===== src/rtl/khte_pkg.sv =====
// ---------------------------------------------------------------------------
// khte_pkg
// Types and constants of the keyed hash table engine.
// ---------------------------------------------------------------------------
package khte_pkg;

  localparam int KEY_W    = 64;
  localparam int HANDLE_W = 32;
  localparam int FUNC_W   = 2;
  localparam int STATUS_W = 2;
  localparam int CFG_W    = 4;
  localparam int APB_W    = 32;
  localparam int ADDR_W   = 2;

  localparam logic [31:0] HASH_MULT = 32'h9e37_0001;

  // Register offsets on the configuration port.
  localparam logic [ADDR_W-1:0] REG_HASH_ORDER = 2'd0;

  localparam int ORDER_RESET = 8;

  localparam logic [FUNC_W-1:0] FUNC_INSERT = 2'd0;
  localparam logic [FUNC_W-1:0] FUNC_FIND   = 2'd1;
  localparam logic [FUNC_W-1:0] FUNC_REMOVE = 2'd2;

  localparam logic [STATUS_W-1:0] ST_OK   = 2'd0;
  localparam logic [STATUS_W-1:0] ST_DUP  = 2'd1;
  localparam logic [STATUS_W-1:0] ST_MISS = 2'd2;
  localparam logic [STATUS_W-1:0] ST_FULL = 2'd3;

  typedef struct packed {
    logic [KEY_W-1:0]    key;
    logic [HANDLE_W-1:0] handle;
  } entry_t;

  // Commands from the controller to the datapath.
  typedef struct packed {
    logic load_in;
    logic mul;
    logic hash;
    logic read;
    logic exec;
    logic clr_start;
    logic clr_step;
  } cmd_t;

  // Status from the datapath to the controller.
  typedef struct packed {
    logic clr_done;
    logic out_busy;
  } sts_t;

endpackage


===== src/rtl/khte_ctrl.sv =====
// ---------------------------------------------------------------------------
// khte_ctrl
// Sequencer for the table engine: clearing sweep, then multiply, hash,
// bucket read and execute for each word.
// ---------------------------------------------------------------------------
module khte_ctrl (
  input  logic            clk,
  input  logic            rst,
  input  logic            cfg_wr,
  input  logic            req_valid,
  output logic            req_stall,
  input  khte_pkg::sts_t  sts,
  output khte_pkg::cmd_t  cmd
);

  localparam logic [2:0] S_CLEAR = 3'd0;
  localparam logic [2:0] S_IDLE  = 3'd1;
  localparam logic [2:0] S_MUL   = 3'd2;
  localparam logic [2:0] S_HASH  = 3'd3;
  localparam logic [2:0] S_READ  = 3'd4;
  localparam logic [2:0] S_EXEC  = 3'd5;

  logic [2:0] state;
  logic [2:0] state_next;
  logic       take;
  logic       accept;

  // A word can enter when idle, or when the current one retires this cycle.
  assign take      = (state == S_IDLE) || ((state == S_EXEC) && !sts.out_busy);
  assign req_stall = !take || cfg_wr;
  assign accept    = req_valid && !req_stall;

  always_comb begin
    state_next    = state;
    cmd           = '0;
    cmd.load_in   = accept;
    unique case (state)
      S_CLEAR: begin
        cmd.clr_step = 1'b1;
        if (sts.clr_done) begin
          state_next = S_IDLE;
        end
      end
      S_IDLE: begin
        if (accept) begin
          state_next = S_MUL;
        end
      end
      S_MUL: begin
        cmd.mul    = 1'b1;
        state_next = S_HASH;
      end
      S_HASH: begin
        cmd.hash   = 1'b1;
        state_next = S_READ;
      end
      S_READ: begin
        cmd.read   = 1'b1;
        state_next = S_EXEC;
      end
      S_EXEC: begin
        if (!sts.out_busy) begin
          cmd.exec   = 1'b1;
          state_next = accept ? S_MUL : S_IDLE;
        end
      end
      default: begin
        state_next = S_CLEAR;
      end
    endcase
    if (cfg_wr) begin
      cmd.clr_start = 1'b1;
      cmd.clr_step  = 1'b0;
      state_next    = S_CLEAR;
    end
  end

  always_ff @(posedge clk) begin
    if (rst) begin
      state <= S_CLEAR;
    end else begin
      state <= state_next;
    end
  end

endmodule


===== config.mk =====
export PLATFORM = sky130hd
export DESIGN_NAME = khte_ctrl
export DESIGN_NICKNAME = d
export VERILOG_FILES = /design/src/rtl/khte_pkg.sv /design/src/rtl/khte_ctrl.sv
export SDC_FILE = /design/constraint.sdc
export NUM_CORES = 1
export LEC_CHECK = 0
export ABC_AREA = 1
export BUFFER_PORTS_ARGS = -buffer_cell sky130_fd_sc_hd__buf_2
export CAP_MARGIN = 40
export CORE_AREA = 4 4 41 43
export DETAILED_ROUTE_END_ITERATION = 6
export DIE_AREA = 0 0 45 47
export PLACE_DENSITY = 0.53
export SYNTH_ARGS = -nofsm -noshare
export SYNTH_HDL_FRONTEND = slang
export SYNTH_SLANG_ARGS = --single-unit

===== constraint.sdc =====
create_clock -name clk -period 1.8 [get_ports clk]
set_clock_uncertainty 0.1 [all_clocks]
set_input_delay 0.54 -clock clk [delete_from_list [all_inputs] [get_ports clk]]
set_output_delay 0.54 -clock clk [all_outputs]
set_load 0.1 [all_outputs]

==> results.json <==
{
  "grt_start_max_net_pins": 8,
  "top_usage_layer": "met2",
  "min_period_over_period_pct": 101.1,
  "grt_use_met3_pct": 1.149,
  "cp_data_arrival_time_ns": 1.18,
  "syn_nets": 52,
  "drtAntennaViolNets": 0,
  "synth_compound_area_share_pct": 10.50,
  "area_growth_pct": 136.1,
  "layout_commonest_cell": "buf_4",
  "report.final.slew_viol_count": 0,
  "worstMarginPinSlew_ns": 0.2526,
  "drc": 0,
  "dp_hpwl_um": 632.4,
  "synth_adder_area_share_pct": 0,
  "status": "finished, violations left",
  "avgRoutedWirePerCell_um": 9.067,
  "powerDensity_nw_per_um2": 456.5,
  "cts_buffer_depth": 2,
  "synth_xor_area_share_pct": 0,
  "netlist_instances": 46,
  "h-tree-depth": 1,
  "wl_um": 807,
  "n_fill_cell": 126,
  "ir_drop_mv": 0.2684,
  "synth.avg_cell_area_um2": 6.474,
  "cts_hold_buf": 0,
  "synth_cell_type_count": 20,
  "fp-row-count": 13,
  "dpl_cell_area_um2": 576.8,
  "yosys-mux-area-fraction_pct": 0,
  "r2r_slack_ns": 0.42,
  "clk_latency_ns": 0.24,
  "synth-seq-cells": 3,
  "first_iter_violations": 0,
  "layout_common_cells": "buf_4, nand2_1, buf_12",
  "max_cap_viol_count": 0,
  "synth_top_area_share_pct": 20.17,
  "yosys_warnings": 0,
  "pin_count": 14,
  "hold_class": "primary input to flop",
  "r2r-start": "state[1]$_SDFFE_PP0P_",
  "regMostFlops": "state",
  "layout_setup_ws_ns": -0.01989,
  "critPathMaxFanout": 3,
  "ctsRootBufferMaster": "clkbuf_4",
  "finalHoldViolCount": 0,
  "nets": 81,
  "holdPathEnd": "state[1]$_SDFFE_PP0P_",
  "fin_area_um2": 703.2,
  "cts_tree": "done",
  "first_pass_iters": 1,
  "synth_area_leaders": "dfxtp_1, nand2_1, inv_1, nor2_1, nor3_1",
  "hold_depth": 3,
  "fin_util_pct": 54.04,
  "setup_viol": 4,
  "start_util_pct": 22.88,
  "cts.sinks": 3,
  "die_h_um": 47,
  "use_met2_pct": 16.67,
  "place.gp.congestion": 0.7026,
  "drive_gt1_share_pct": 70.27,
  "slowest_stage": "dfxtp_4",
  "fmax_ghz": 0.5495,
  "antenna_found_initial": 0,
  "grt_first_pass_wirelength_um": 1462,
  "detail_route.vias_per_cell": 4.090,
  "crit_chain": "inv_4, nand2_4, a21oi_4, nand3_2, inv_2, buf_12",
  "reg.largest.list": "state: 3 flops",
  "worst_path_largest_cell_delay_ns": 0.34,
  "die_w_um": 45,
  "overflow": 0,
  "regToRegEndpoint": "state[0]$_SDFFE_PP0P_",
  "grt_pass1_vias": 344,
  "grtUsageMet1_pct": 11.19,
  "numCtsBuffers": 3,
  "synthSimpleGateAreaFrac_pct": 48.32,
  "syn_area_um2": 297.8,
  "die_area_um2": 2115,
  "p_leak_uw": 0.0003219,
  "violations": "negative setup slack",
  "cp-end-kind": "output pin",
  "io_buffers": 13,
  "core-area_um2": 1301,
  "relSlewSlack_pct": 83.04,
  "min_period_ns": 1.820,
  "grt_setup_unrepaired": "true",
  "clk_pin_slew_ns": 0.04,
  "critPathLaunchType": "flop",
  "required_ns": 1.16,
  "ff2ff_path_depth": 10,
  "fin_hold_ws_ns": 0.4657,
  "largest_reg_flops": 3,
  "synth_top_family_by_area": "simple AND/OR/NAND/NOR gates",
  "yosys.area.top_type": "dfxtp_1",
  "vias": 364,
  "num_antenna_cells": 0,
  "grtUsageTotal_pct": 9.731,
  "yosysSeqAreaShare_pct": 20.17,
  "critical_path_class": "flop to output pin",
  "hp-start": "rst"
}
==> metrics by stage <==
| stage | std cells | setup slack (ns) | TNS, ns | power, uW |
|---|---|---|---|---|
| floorplan | 46 | -0.3524 | -0.7461 | 149.2 |
| global placement | 77 | -0.08735 | -0.1764 | 184.1 |
| detailed placement | 77 | -0.1106 | -0.2055 | 185.1 |
| CTS | 88 | -0.04086 | -0.1200 | 327.7 |
| global route | 89 | -0.08653 | -0.2870 | 338.3 |
| finish | 89 | -0.01989 | -0.05652 | 321.0 |
==> area by class of cell <==
type / instances / area, um^2 / share of cell area, %
timing repair buffer: 27 / 295.3 / 41.99
multi-input combinational: 31 / 250.2 / 35.59
sequential: 3 / 68.82 / 9.786
inverter: 9 / 43.79 / 6.228
clock buffer: 4 / 26.28 / 3.737
tap: 15 / 18.77 / 2.669
==> logic make-up (layout without fill, tap and decap cells) <==
family | count (synthesis) | in the layout
flip-flops | 3 | 3
buffers and inverters | 12 | 40
AND/OR/NAND/NOR | 27 | 27
AO/OA/AOI/OAI | 4 | 4
==> worst max path at each step <==
| stage | start | to | slack (ns) | cells after the start |
|---|---|---|---|---|
| floorplan | cfg_wr | cmd[0] | -0.35 | 1 |
| global placement | sts[0] | cmd[6] | -0.09 | 5 |
| detailed placement | sts[0] | cmd[6] | -0.11 | 5 |
| CTS | state[1]$_SDFFE_PP0P_ | cmd[3] | -0.04 | 3 |
| global route | state[1]$_SDFFE_PP0P_ | cmd[6] | -0.09 | 6 |
| finish | state[1]$_SDFFE_PP0P_ | cmd[6] | -0.02 | 6 |
==> what timing repair did <==
| action | 4_1_cts | 5_1_grt |
|---|---|---|
| endpoints found under the setup margin | 6 | 7 |
| resized for setup | 10 | 2 |
| pin swaps | 5 | 3 |
| buffers inserted | 7 | 1 |
==> per-layer routing <==
| metal | vias up | part of all wire [%] |
|---|---|---|
| met5 | - | 0 |
| met4 | 0 | 3.6 |
| met3 | 2 | 6.4 |
| met2 | 11 | 48 |
| met1 | 152 | 42 |
| li1 | 199 | - |
==> where the power goes <==
part	leakage, uW	total (uW)	internal [uW]	switching [uW]
clock	0.0000150	123	83.4	39.9
sequential	0.0000263	69.1	66.5	2.55
combinational	0.000281	129	52.7	76.0
==> cells in the mapped netlist, drive strengths merged <==
cell type and n:
o211ai 1, nand2 12, nor4 1, or2 1
nand4 1, buf 2, nand3b 1, clkbuf 1
dfxtp 3, nor3 3, nand3 2, a21oi 3
inv 9, nor2 6
==> worst max-delay path, delay by kind of cell, from the launching register on <==
kind | cells | cell delay (ns)
DFF | 1 | 0.34
buffers and inverters | 3 | 0.30
AOI/OAI and AO/OA | 1 | 0.14
and+or+nand+nor | 2 | 0.15
No activity file was read; power rests on OpenSTA's default activity.
